File: src/rtl/h3fp_pkg.sv
// Package for the HTTP/3 frame parser: phase codes, result kinds, constants.
// No dependencies.
`default_nettype none
package h3fp_pkg;
   localparam int VarW = 62;
   localparam logic [VarW-1:0] VarMax = {VarW{1'b1}};
   localparam logic [VarW-1:0] CapMax = VarW'((64'd1 << 30) - 64'd1);
   localparam logic [VarW-1:0] BlkMax = VarW'((64'd1 << 16) - 64'd1);
   localparam logic [VarW-1:0] IdHeaderList  = VarW'(6);
   localparam logic [VarW-1:0] IdPlaceholder = VarW'(9);
   localparam logic [VarW-1:0] IdCapacity    = VarW'(1);
   localparam logic [VarW-1:0] IdBlocked     = VarW'(7);

   // Frame type codes.
   localparam logic [VarW-1:0] FtData        = VarW'(0);
   localparam logic [VarW-1:0] FtHeaders     = VarW'(1);
   localparam logic [VarW-1:0] FtPriority    = VarW'(2);
   localparam logic [VarW-1:0] FtCancelPush  = VarW'(3);
   localparam logic [VarW-1:0] FtSettings    = VarW'(4);
   localparam logic [VarW-1:0] FtPushPromise = VarW'(5);
   localparam logic [VarW-1:0] FtGoaway      = VarW'(7);
   localparam logic [VarW-1:0] FtMaxPushId   = VarW'(13);
   localparam logic [VarW-1:0] FtDupPush     = VarW'(14);

   typedef enum logic [1:0] {
      KIND_PARSED = 2'd0,
      KIND_BYTE   = 2'd1,
      KIND_BAD    = 2'd2
   } kind_type;

   typedef enum logic [10:0] {
      PH_TYPE     = 11'b00000000001,
      PH_LEN      = 11'b00000000010,
      PH_PRI_BYTE = 11'b00000000100,
      PH_PRI_ID1  = 11'b00000001000,
      PH_PRI_ID2  = 11'b00000010000,
      PH_WEIGHT   = 11'b00000100000,
      PH_ONE_ID   = 11'b00001000000,
      PH_PP_ID    = 11'b00010000000,
      PH_SET_ID   = 11'b00100000000,
      PH_SET_VAL  = 11'b01000000000,
      PH_PAYLOAD  = 11'b10000000000
   } phase_type;

   typedef enum logic [2:0] {
      SLOT_NONE = 3'd0,
      SLOT_HDR  = 3'd1,
      SLOT_PH   = 3'd2,
      SLOT_CAP  = 3'd3,
      SLOT_BLK  = 3'd4
   } slot_type;

   typedef struct packed {
      logic [1:0]      out_kind;
      logic [VarW-1:0] frame_type;
      logic [VarW-1:0] buffer_length;
      logic [VarW-1:0] first_id;
      logic [VarW-1:0] second_id;
      logic [1:0]      element_type;
      logic [1:0]      dependency_type;
      logic [7:0]      byte_value;
      logic [VarW-1:0] max_header_list;
      logic [VarW-1:0] placeholders;
      logic [29:0]     table_capacity;
      logic [15:0]     blocked_streams;
   } rsp_type;
endpackage
`default_nettype wire

File: src/rtl/h3fp_if.sv
// Valid/ready channel interfaces for the HTTP/3 frame parser.
// Depends on h3fp_pkg.
`default_nettype none
interface h3fp_req_if;
   logic       valid;
   logic       ready;
   logic [7:0] data_byte;
   modport source (output valid, output data_byte, input ready);
   modport sink (input valid, input data_byte, output ready);
endinterface

interface h3fp_rsp_if;
   logic                 valid;
   logic                 ready;
   h3fp_pkg::rsp_type    payload;
   modport source (output valid, output payload, input ready);
   modport sink (input valid, input payload, output ready);
endinterface
`default_nettype wire

File: src/rtl/http3_frame_parser_top.sv
// HTTP/3 frame parser top level: byte-serial varint and frame body decoder.
// Depends on h3fp_pkg and the channel interfaces in h3fp_if.sv.
//
//  channel   direction  payload
//  req_      in         data_byte (8)
//  rsp_      out        frame / payload byte / malformed report
//
// One byte is taken per cycle; its result, if any, appears in the output
// register in the next cycle. The parse state sits in one set of registers
// updated by single-pass logic, so throughput is one byte per clock.
// A byte is taken whenever the output register is empty or being drained.
// Reset (synchronous) returns the parser to waiting for a frame type.
`default_nettype none
module http3_frame_parser_top (
   input wire logic  clock,
   input wire logic  reset,
   h3fp_req_if.sink  req_ch,
   h3fp_rsp_if.source rsp_ch
);
   import h3fp_pkg::*;

   phase_type         phase_ff, phase_in;
   logic [VarW-1:0]   acc_ff, acc_in;
   logic [2:0]        left_ff, left_in;
   logic [VarW-1:0]   type_ff, type_in;
   logic [VarW-1:0]   len_ff, len_in;
   slot_type          slot_ff, slot_in;
   logic [VarW-1:0]   id1_ff, id1_in;
   logic [VarW-1:0]   id2_ff, id2_in;
   logic [7:0]        tbyte_ff, tbyte_in;
   logic [VarW-1:0]   hdr_ff, hdr_in;
   logic [VarW-1:0]   plc_ff, plc_in;
   logic [29:0]       cap_ff, cap_in;
   logic [15:0]       blk_ff, blk_in;
   logic              ovalid_ff, ovalid_in;
   rsp_type           out_ff, out_in;

   logic              take;
   logic [7:0]        b;
   logic              first_b;
   logic [3:0]        vsize;
   logic [VarW-1:0]   vacc;
   logic [2:0]        vleft;
   logic              vdone;
   logic              vbounded;
   logic              vfit;
   logic [VarW-1:0]   vlen;
   logic              emit;
   kind_type          kind;

   assign take         = req_ch.valid && req_ch.ready;
   assign req_ch.ready = !ovalid_ff || rsp_ch.ready;
   assign rsp_ch.valid = ovalid_ff;
   assign rsp_ch.payload = out_ff;
   assign b = req_ch.data_byte;

   // Varint byte step shared by every varint phase.
   always_comb begin
      first_b  = (left_ff == 3'd0);
      vsize    = 4'd1 << b[7:6];
      vbounded = !(phase_ff == PH_TYPE || phase_ff == PH_LEN);
      vfit     = !(first_b && vbounded && (VarW'(vsize) > len_ff));
      vlen     = (first_b && vbounded) ? len_ff - VarW'(vsize) : len_ff;
      if (first_b) begin
         vacc  = VarW'(b[5:0]);
         vleft = 3'(vsize - 4'd1);
      end else begin
         vacc  = {acc_ff[VarW-9:0], b};
         vleft = left_ff - 3'd1;
      end
      vdone = (vleft == 3'd0);
   end

   // Next-state and result logic for one byte.
   always_comb begin
      phase_in = phase_ff; acc_in = acc_ff; left_in = left_ff;
      type_in = type_ff; len_in = len_ff; slot_in = slot_ff;
      id1_in = id1_ff; id2_in = id2_ff; tbyte_in = tbyte_ff;
      hdr_in = hdr_ff; plc_in = plc_ff; cap_in = cap_ff; blk_in = blk_ff;
      emit = 1'b0;
      kind = KIND_PARSED;
      out_in = '0;
      unique case (phase_ff)
         PH_TYPE: begin
            acc_in = vacc; left_in = vleft;
            if (vdone) begin
               type_in = vacc; phase_in = PH_LEN;
            end
         end
         PH_LEN: begin
            acc_in = vacc; left_in = vleft;
            if (vdone) begin
               len_in = vacc;
               phase_in = PH_TYPE;
               case (type_ff)
                  FtData, FtHeaders: begin
                     emit = 1'b1;
                     out_in.buffer_length = vacc;
                     if (vacc != '0) phase_in = PH_PAYLOAD;
                  end
                  FtPriority: begin
                     if (vacc == '0) begin
                        emit = 1'b1; kind = KIND_BAD;
                     end else phase_in = PH_PRI_BYTE;
                  end
                  FtCancelPush, FtGoaway, FtMaxPushId, FtDupPush: begin
                     if (vacc == '0) begin
                        emit = 1'b1; kind = KIND_BAD;
                     end else phase_in = PH_ONE_ID;
                  end
                  FtSettings: begin
                     hdr_in = VarMax; plc_in = '0; cap_in = '0; blk_in = '0;
                     if (vacc == '0) begin
                        emit = 1'b1;
                        out_in.max_header_list = VarMax;
                     end else phase_in = PH_SET_ID;
                  end
                  FtPushPromise: begin
                     if (vacc == '0) begin
                        emit = 1'b1; kind = KIND_BAD;
                     end else phase_in = PH_PP_ID;
                  end
                  default: begin
                     emit = 1'b1;
                     if (vacc != '0) kind = KIND_BAD;
                  end
               endcase
            end
         end
         PH_PRI_BYTE: begin
            tbyte_in = b;
            len_in = len_ff - VarW'(1);
            if (len_in == '0) begin
               emit = 1'b1; kind = KIND_BAD;
            end else phase_in = PH_PRI_ID1;
         end
         PH_WEIGHT: begin
            len_in = len_ff - VarW'(1);
            emit = 1'b1;
            phase_in = PH_TYPE;
            if (len_in != '0) kind = KIND_BAD;
            else begin
               out_in.first_id = id1_ff;
               out_in.second_id = id2_ff;
               out_in.element_type = tbyte_ff[7:6];
               out_in.dependency_type = tbyte_ff[5:4];
               out_in.byte_value = b;
            end
         end
         PH_PAYLOAD: begin
            emit = 1'b1; kind = KIND_BYTE;
            out_in.byte_value = b;
            if (len_ff != '0) len_in = len_ff - VarW'(1);
            if (len_in == '0) phase_in = PH_TYPE;
         end
         default: begin
            // Bounded varint body fields.
            if (!vfit) begin
               emit = 1'b1; kind = KIND_BAD;
            end else begin
               acc_in = vacc; left_in = vleft; len_in = vlen;
               if (vdone) begin
                  case (phase_ff)
                     PH_PRI_ID1: begin
                        id1_in = vacc;
                        if (vlen == '0) begin
                           emit = 1'b1; kind = KIND_BAD;
                        end else phase_in = PH_PRI_ID2;
                     end
                     PH_PRI_ID2: begin
                        id2_in = vacc;
                        if (vlen == '0) begin
                           emit = 1'b1; kind = KIND_BAD;
                        end else phase_in = PH_WEIGHT;
                     end
                     PH_ONE_ID: begin
                        id1_in = vacc; emit = 1'b1; phase_in = PH_TYPE;
                        if (vlen != '0) kind = KIND_BAD;
                        else out_in.first_id = vacc;
                     end
                     PH_PP_ID: begin
                        id1_in = vacc; emit = 1'b1;
                        out_in.buffer_length = vlen;
                        out_in.first_id = vacc;
                        phase_in = (vlen != '0) ? PH_PAYLOAD : PH_TYPE;
                     end
                     PH_SET_ID: begin
                        if (vacc == IdHeaderList) slot_in = SLOT_HDR;
                        else if (vacc == IdPlaceholder) slot_in = SLOT_PH;
                        else if (vacc == IdCapacity) slot_in = SLOT_CAP;
                        else if (vacc == IdBlocked) slot_in = SLOT_BLK;
                        else slot_in = SLOT_NONE;
                        if (vlen == '0) begin
                           emit = 1'b1; kind = KIND_BAD;
                        end else phase_in = PH_SET_VAL;
                     end
                     default: begin
                        case (slot_ff)
                           SLOT_HDR: hdr_in = vacc;
                           SLOT_PH:  plc_in = vacc;
                           SLOT_CAP: begin
                              if (vacc > CapMax) begin
                                 emit = 1'b1; kind = KIND_BAD;
                              end else cap_in = vacc[29:0];
                           end
                           SLOT_BLK: begin
                              if (vacc > BlkMax) begin
                                 emit = 1'b1; kind = KIND_BAD;
                              end else blk_in = vacc[15:0];
                           end
                           default: ;
                        endcase
                        if (!emit) begin
                           if (vlen != '0) phase_in = PH_SET_ID;
                           else begin
                              emit = 1'b1;
                              out_in.max_header_list = hdr_in;
                              out_in.placeholders = plc_in;
                              out_in.table_capacity = cap_in;
                              out_in.blocked_streams = blk_in;
                              phase_in = PH_TYPE;
                           end
                        end
                     end
                  endcase
               end
            end
         end
      endcase
      // A malformed frame drops everything and restarts at the type.
      if (emit && kind == KIND_BAD) begin
         out_in = '0;
         phase_in = PH_TYPE; left_in = 3'd0; len_in = '0;
      end
      out_in.out_kind = kind;
      out_in.frame_type = type_ff;
   end

   // Output register occupancy: drained by the sink, filled by a new result.
   always_comb begin
      ovalid_in = ovalid_ff;
      if (rsp_ch.ready) ovalid_in = 1'b0;
      if (take && emit) ovalid_in = 1'b1;
   end

   // State and output registers.
   always_ff @(posedge clock) begin
      if (reset) begin
         phase_ff <= PH_TYPE; acc_ff <= '0; left_ff <= '0; type_ff <= '0;
         len_ff <= '0; slot_ff <= SLOT_NONE; id1_ff <= '0; id2_ff <= '0;
         tbyte_ff <= '0; hdr_ff <= VarMax; plc_ff <= '0; cap_ff <= '0;
         blk_ff <= '0; ovalid_ff <= 1'b0;
      end else begin
         if (take) begin
            phase_ff <= phase_in; acc_ff <= acc_in; left_ff <= left_in;
            type_ff <= type_in; len_ff <= len_in; slot_ff <= slot_in;
            id1_ff <= id1_in; id2_ff <= id2_in; tbyte_ff <= tbyte_in;
            hdr_ff <= hdr_in; plc_ff <= plc_in; cap_ff <= cap_in;
            blk_ff <= blk_in;
         end
         ovalid_ff <= ovalid_in;
      end
   end

   always_ff @(posedge clock) begin
      if (take && emit) out_ff <= out_in;
   end

   // Checks on the parser's own state.
   a_onehot: assert property (@(posedge clock) disable iff (reset)
      $onehot(phase_ff)) else $error("phase register not one-hot");
   a_payload_len: assert property (@(posedge clock) disable iff (reset)
      phase_ff == PH_PAYLOAD |-> len_ff != '0)
      else $error("payload phase with no length left");
   a_bad_restart: assert property (@(posedge clock) disable iff (reset)
      take && emit && kind == KIND_BAD |=> phase_ff == PH_TYPE && left_ff == 3'd0)
      else $error("malformed frame did not restart parser");
endmodule
`default_nettype wire

File: src/flat_wrapper.sv
// flat-port wrapper written by rule: the top's interface ports become plain ports
module http3_frame_parser_top_flat import h3fp_pkg::*;
  (clock, reset, req_ch_valid, req_ch_data_byte, req_ch_ready, rsp_ch_valid, rsp_ch_payload, rsp_ch_ready);
  h3fp_req_if req_ch_i ();
  h3fp_rsp_if rsp_ch_i ();
  input wire logic clock;
  input wire logic reset;
  input wire logic [$bits(req_ch_i.valid)-1:0] req_ch_valid;
  input wire logic [$bits(req_ch_i.data_byte)-1:0] req_ch_data_byte;
  output wire logic [$bits(req_ch_i.ready)-1:0] req_ch_ready;
  output wire logic [$bits(rsp_ch_i.valid)-1:0] rsp_ch_valid;
  output wire logic [$bits(rsp_ch_i.payload)-1:0] rsp_ch_payload;
  input wire logic [$bits(rsp_ch_i.ready)-1:0] rsp_ch_ready;
  assign req_ch_i.valid = req_ch_valid;
  assign req_ch_i.data_byte = req_ch_data_byte;
  assign req_ch_ready = req_ch_i.ready;
  assign rsp_ch_valid = rsp_ch_i.valid;
  assign rsp_ch_payload = rsp_ch_i.payload;
  assign rsp_ch_i.ready = rsp_ch_ready;
  http3_frame_parser_top u_core (.clock(clock), .reset(reset), .req_ch(req_ch_i), .rsp_ch(rsp_ch_i));
endmodule
File: config.mk
export PLATFORM = sky130hd
export DESIGN_NAME = http3_frame_parser_top_flat
export DESIGN_NICKNAME = d
export VERILOG_FILES = /design/src/rtl/h3fp_pkg.sv /design/src/rtl/h3fp_if.sv /design/src/rtl/http3_frame_parser_top.sv /design/src/flat_wrapper.sv
export SDC_FILE = /design/constraint.sdc
export NUM_CORES = 2
export LEC_CHECK = 0
export BUFFER_PORTS_ARGS = -buffer_cell sky130_fd_sc_hd__buf_4
export CAP_MARGIN = 20
export CORE_MARGIN = 1
export CORE_UTILIZATION = 50
export DETAILED_ROUTE_END_ITERATION = 8
export PLACE_DENSITY = 0.7
export SKIP_LAST_GASP = 1
export SLEW_MARGIN = 5
export SYNTH_ARGS = -nofsm -noshare
export SYNTH_HDL_FRONTEND = slang
export SYNTH_SLANG_ARGS = --single-unit
File: constraint.sdc
create_clock -name clock -period 20.5 [get_ports clock]
set_clock_uncertainty 0.05 [all_clocks]
set_input_delay 2.05 -clock clock [delete_from_list [all_inputs] [get_ports clock]]
set_output_delay 2.05 -clock clock [all_outputs]
set_load 0.02 [all_outputs]
; After elaboration in Yosys (flattened, before gate mapping)
; Index checks and enable logic that the tools add are counted.
[op_classes]
n_reduce_logical = 50
magnitude_cmp = 3
n_shift = 1
muxes = 124
addsub = 4
eq_ne = 44
n_bitwise = 6
[ops]
columns = operator, count
row1 = 62-bit two-way mux, 26
row2 = 170-bit two-way mux, 5
row3 = 62-bit case mux with 2 select lines, 6
row4 = 62-bit by 3-bit == test with 1-bit output (second input constant), 5
row5 = 62-bit logical NOT, 5
row6 = 124-bit two-way mux, 2
row7 = 62-bit case mux with 4 select lines, 1
row8 = 62-bit nonzero test, 4
row9 = 30-bit two-way mux, 7
row10 = 62-bit by 4-bit == test with 1-bit output (second input constant), 3
row11 = 11-bit case mux with 5 select lines, 3
row12 = 11-bit two-way mux, 13
row13 = 136-bit two-way mux, 1
row14 = 62-bit by 1-bit == test with 1-bit output (second input constant), 2
row15 = 62-bit by 2-bit == test with 1-bit output (second input constant), 2
row16 = 16-bit two-way mux, 7
row17 = 54-bit case mux with 2 select lines, 1
row18 = 4-bit by 62-bit > comparator with 1-bit output, 1
row19 = 62-bit by 16-bit > comparator with 1-bit output (second input constant), 1
row20 = 62-bit by 30-bit > comparator with 1-bit output (second input constant), 1
row21 = 62-bit by 1-bit subtractor with 62-bit output (second input constant), 1
row22 = 62-bit by 4-bit subtractor with 62-bit output, 1
row23 = 30-bit case mux with 2 select lines, 1
row24 = 54-bit two-way mux, 1
row25 = 59 further kinds, 132
[word_totals]
elab_cells = 258
regBits = 930
out_inout_bits = 434
in_bits = 12

; Depth between registers and ports, before layout
[depth]
depth_word = 17
depth_mapped = 18
ltp_nobuf = 16

; Worst setup path before layout
; OpenSTA, ideal clock, no wires.
[synth_timing]
path_type = input port to flip-flop
from = input port req_ch_data_byte[6]
to = register u_core.out_ff (netlist bit u_core.rsp_ch.payload[0]) (enable)
path_stages = 15
t_arrival_ns = 13.128
t_required_ns = 19.672
setup_ns = 0.778
path_slack_ns = 6.544
n_path_buf = 1
cell_sequence = nor2_1 -> ha_1 -> fa_1 -> nand2b_1 -> a21oi_1 -> or4_1 -> clkbuf_1 -> nor3_2 -> or3_1 -> a21oi_1 -> and4_1 -> nand4_1 -> a21oi_1 -> o221ai_1 -> inv_1
[synth_between]
elab_chain_len = 14
elab_cells_between_ends = 32
cone_classes = 2 x add/sub / 3 x order compare / 1 x shift / 20 x mux / 6 x reduce/logical
[synth_rtl]
columns = item, line_no
row1 = "start, declared", flat_wrapper.sv:9  ; input wire logic [$bits(req_ch_i.data_byte)-1:0] req_ch_data_byte;
row2 = 62-bit two-way mux, http3_frame_parser_top.sv:64  ; if (first_b) begin
row3 = 62-bit by 16-bit > comparator with 1-bit output / 62-bit by 30-bit > comparator with 1-bit output (equally long branches), "http3_frame_parser_top.sv:207, http3_frame_parser_top.sv:202"
row4 = "1-bit two-way mux, on equally long branches", "http3_frame_parser_top.sv:207, http3_frame_parser_top.sv:202"
row5 = 1-bit case mux with 2 select lines, http3_frame_parser_top.sv:198  ; case (slot_ff)
row6 = 1-bit two-way mux, http3_frame_parser_top.sv:163  ; case (phase_ff)
row7 = 1-bit two-way mux, http3_frame_parser_top.sv:162  ; if (vdone) begin
row8 = 1-bit two-way mux, http3_frame_parser_top.sv:158  ; if (!vfit) begin
row9 = 1-bit two-way mux, http3_frame_parser_top.sv:83  ; unique case (phase_ff)
row10 = 1-bit two-way mux, http3_frame_parser_top.sv:213  ; if (!emit) begin
row11 = 1-bit case mux with 2 select lines, http3_frame_parser_top.sv:163
row12 = 1-bit two-way mux, http3_frame_parser_top.sv:162
row13 = 1-bit two-way mux, http3_frame_parser_top.sv:158
row14 = 1-bit case mux with 4 select lines (*), http3_frame_parser_top.sv:83
row15 = 1-bit logical AND (*), http3_frame_parser_top.sv:266  ; if (take && emit) out_ff <= out_in;
row16 = "end signal, assigned", http3_frame_parser_top.sv:266
row17 = "end, declared", http3_frame_parser_top.sv:36  ; rsp_type out_ff, out_in;
; Every way passes the cells marked *; elsewhere a longest branch is shown, timed or not. The select of a mux whose other input is x is not followed.
; A chain may end at the register's enable or synchronous reset.

; Final worst setup path
[layout_timing]
from = input port req_ch_data_byte[6]
to = register u_core.out_ff (netlist bit u_core.rsp_ch.payload[253]) (enable)
; The elaborated chain is that of the path after synthesis.

==> results.ini <==
[setup_path]
worst_path_most_repeated_cell=sky130_fd_sc_hd__buf_4
cp_max_fo=119
arrival_ns=9.30
end_kind=register
cp-start-kind=input pin
worstPathBufferInverterCount=4
setup.worst_path.class=in -> reg
crit_path_cell_trace=buf_4, nand2b_1, ha_1, o21ai_0, a21oi_1, or3_1, xor2_1, nor3b_1, nand4_1, nor4_1, nand4_1, a21oi_1, o221ai_1, inv_8, buf_4, buf_4
cp.required_ns=20.72
critical-path-max-stage-delay_ns=0.97
critical_path.slowest_cell=sky130_fd_sc_hd__buf_4
critical-path-top-delay-family=buffers and inverters

[global_route]
global_route_wire_length_before_repair_microns=219700
antenna_found_initial=5
total_grt_overflow=0
grt_util_all_layers_pct=35.96
grt_max_degree=120
grt_pass1_vias=32100

[synth]
synth_seq_cells=926
synth-edff-count=432
synth_flop_cell=sky130_fd_sc_hd__dfxtp_1
synth.yosys.warnings=0
syn-num-nets=4419
postSynthAreaPerCell_sq_um=9.265
synthesis.area_sq_um=40740
synth_cell_type_count=86
yosysSeqAreaShare_pct=56.12
syn-instance-count=4397
async_reset_ff_share_pct=0

[power_and_ir_drop]
power.switching_fraction_pct=42.13
power.share.combinational_pct=44.0
clock_power_share_pct=23.5
p_switching_mw=3.346
seqPwrFrac_pct=32.5
power_leakage_nw=17.05
cell_internal_pwr_mw=4.597
pwr_density_cell_nw_per_um2=166.0
ir_worst_vdd_mv=0.1328

[sta]
final_max_slew_viol_count=0
final_period_minus_worst_setup_slack_ns=9.074
rsz_0062_raised_after_global_routing=false
finalSetupViolations=0
final_period_util_pct=44.26
final_hold_viol_count=0
max_slew.worst_pin.slew_ns=1.095
fmaxAchievable_mhz=110.2
fin_hold_ws_ns=0.3934
fin_tns_setup_ns=0
timing.slew.headroom_pct=27.02

[hold_path]
worstHoldPathType=reg -> reg

[clock_tree]
cts_inserted_buffers=94
ctsResizeCount=0
cts-root-buf=sky130_fd_sc_hd__clkbuf_16
worstSkewPairLatency_ns=0.67
post-cts-setup-buffers=0
clock_tree.buffer_depth=3
tritoncts=done
cts_htree_levels=3
cts_hold_buf=0
cts_sink_count=926
clkTransAtPathRegs_ns=0.06

[final_layout]
share_of_layout_cells_above_drive_strength_1_pct=15.34
nets=4623
n_fill_cell=6914
finalInstanceArea_sq_um=47840
finish.utilization_pct=59.40
area.growth.synth_to_final_pct=17.45

[drt]
drtPass1Iterations=9
drt_first_iter_violations=5376
remaining_drc_errors=0
post_drt_via_cell_ratio=6.242
route.vias.total=35870
routed_wire_length_per_instance_microns=26.73
antenna_violation_net_count_after_detailed_routing=0
routed_wirelength_microns=153600

[floorplanning]
floorplan.core_area_sq_um=80550
die_x_microns=287.4
die-area_sq_um=82620
initial_utilization_pct=50.58
ioPinCount=446
die-height_microns=287.4
row_count=104

[placement]
dpl_cell_area_sq_um=44380
routabilityCongestion=0.9984
place.port_buffers=445
place.detailed.hpwl_microns=104700

[job]
timing.max_cap.violations=0

[status]
outcome=finished clean

placed cells by master, fill, tap and decap left out, types with 15 or more instances in the layout:
cell type,n
sky130_fd_sc_hd__xnor2_1,65
sky130_fd_sc_hd__edfxtp_1,432
sky130_fd_sc_hd__clkbuf_16,94
sky130_fd_sc_hd__o221ai_1,32
sky130_fd_sc_hd__clkbuf_1,30
sky130_fd_sc_hd__nor2b_1,18
sky130_fd_sc_hd__inv_1,21
sky130_fd_sc_hd__o22ai_1,152
sky130_fd_sc_hd__or3_1,15
sky130_fd_sc_hd__a22o_1,62
sky130_fd_sc_hd__nand2b_1,16
sky130_fd_sc_hd__buf_4,503
sky130_fd_sc_hd__nand3_1,85
sky130_fd_sc_hd__nand2_1,601
sky130_fd_sc_hd__nor3_1,44
sky130_fd_sc_hd__a22oi_1,127
sky130_fd_sc_hd__xor2_1,53
sky130_fd_sc_hd__dfxtp_1,494
sky130_fd_sc_hd__o21ai_0,105
sky130_fd_sc_hd__and2_1,128
sky130_fd_sc_hd__nor2_1,691
sky130_fd_sc_hd__nand4_1,44
sky130_fd_sc_hd__bufinv_16,18
sky130_fd_sc_hd__nor4_1,83
sky130_fd_sc_hd__a21oi_1,499
kinds of logic after synthesis:
kind of cell             after synthesis  synth area share [%]
adder cells (fa/ha/maj)               10                0.3256
multiplexers                           6                0.1505
AO/OA/AOI/OAI                       1056                 15.69
buffers and inverters                426                 4.229
AND/OR/NAND/NOR                     1855                 20.94
flip-flops                           926                 56.12
XOR/XNOR                             118                 2.537
Yosys cell counts, types with 14 or more instances:
master | number | area (sq um)
sky130_fd_sc_hd__nand3_1 | 88 | 440.4
sky130_fd_sc_hd__and3_1 | 15 | 93.84
sky130_fd_sc_hd__a21oi_1 | 500 | 2502
sky130_fd_sc_hd__nor2b_1 | 18 | 112.6
sky130_fd_sc_hd__nor4_1 | 83 | 519.3
sky130_fd_sc_hd__xor2_1 | 53 | 464.2
sky130_fd_sc_hd__and2_1 | 128 | 800.8
sky130_fd_sc_hd__or4_1 | 14 | 105.1
sky130_fd_sc_hd__dfxtp_1 | 494 | 9889
sky130_fd_sc_hd__o22ai_1 | 152 | 950.9
sky130_fd_sc_hd__xnor2_1 | 65 | 569.3
sky130_fd_sc_hd__inv_1 | 23 | 86.33
sky130_fd_sc_hd__a22oi_1 | 127 | 953.4
sky130_fd_sc_hd__buf_2 | 29 | 145.1
sky130_fd_sc_hd__nor3_1 | 46 | 230.2
sky130_fd_sc_hd__o21ai_0 | 105 | 525.5
sky130_fd_sc_hd__clkbuf_1 | 345 | 1295
sky130_fd_sc_hd__nand4_1 | 44 | 275.3
sky130_fd_sc_hd__a22o_1 | 62 | 543.0
sky130_fd_sc_hd__nor2_1 | 694 | 2605
sky130_fd_sc_hd__edfxtp_1 | 432 | 12970
sky130_fd_sc_hd__or3_1 | 17 | 106.4
sky130_fd_sc_hd__nand2_1 | 604 | 2267
sky130_fd_sc_hd__nand2b_1 | 16 | 100.1
sky130_fd_sc_hd__o221ai_1 | 32 | 280.3
state kept, by name, indices dropped and copies added (netlist names):
| signal | flops |
|---|---|
| u_core.acc_ff | 54 |
| u_core.blk_ff | 16 |
| u_core.cap_ff | 30 |
| u_core.hdr_ff | 62 |
| u_core.id1_ff | 62 |
| u_core.id2_ff | 62 |
| u_core.left_ff | 3 |
| u_core.len_ff | 62 |
| u_core.phase_ff | 11 |
| u_core.plc_ff | 62 |
| u_core.rsp_ch.payload | 432 |
| u_core.rsp_ch.valid | 1 |
| u_core.slot_ff | 3 |
| u_core.tbyte_ff | 4 |
| u_core.type_ff | 62 |
worst register-to-register path: cells and delay by family (launching register included):
kind | cells | cell delay, ns
compound gates | 1 | 0.25
xor+xnor | 1 | 0.24
fa+ha+maj | 1 | 0.26
buf+inv | 4 | 2.84
flops | 1 | 0.40
simple gates | 7 | 3.67
stage by stage:
stage / std cells / setup WS, ns / total power [mW]
5_1_grt: 5742 / 11.20 / 8.212
4_1_cts: 5737 / 11.65 / 7.884
6_report: 5746 / 11.43 / 7.943
3_3_place_gp: 5559 / 11.14 / 6.059
2_1_floorplan: 4397 / 6.544 / 4.733
3_5_place_dp: 5560 / 10.98 / 6.037
power by group through the flow:
| stage | sequential, mW | clock (mW) | combinational [mW] |
|---|---|---|---|
| 3_5_place_dp | 2.62 | 0 | 3.41 |
| 3_3_place_gp | 2.62 | 0 | 3.43 |
| 4_1_cts | 2.59 | 1.87 | 3.42 |
| 6_report | 2.58 | 1.86 | 3.50 |
| 2_1_floorplan | 3.01 | 0 | 1.73 |
| 5_1_grt | 2.61 | 1.95 | 3.66 |
layout make-up:
type                    count  area [sq um]  area share (%)
clock buffers             132          2575           5.382
diodes                      4         10.01         0.02092
clock inverters            45         774.5           1.619
inverters                  25         101.3          0.2118
multi-input cells        3045         16290           34.05
flip-flops and latches    926         22860           47.78
well taps                1060          1326           2.772
repair buffers            509          3905           8.162
per-layer routing:
| layer | up-vias | global-route usage [%] | part of all wire (%) |
|---|---|---|---|
| met4 | 0 | 13.96 | 3.8 |
| met3 | 313 | 6.222 | 11 |
| met1 | 17410 | 51.09 | 41 |
| met2 | 2188 | 54.59 | 45 |
| li1 | 15960 | - | - |
| met5 | - | 0 | 0 |
path summary, 6_finish.rpt:
check | startpoint | end | slack, ns | cells past startpoint
min reg2reg | u_core.id2_ff[16] | u_core.id2_ff[16] | 0.39 | 2
max | req_ch_data_byte[6] | u_core.rsp_ch.payload[253] | 11.43 | 16
min | u_core.id2_ff[16] | u_core.id2_ff[16] | 0.39 | 2
max reg2reg | u_core.len_ff[1] | u_core.rsp_ch.payload[253] | 12.31 | 14
No activity file was read; power rests on OpenSTA's default activity.
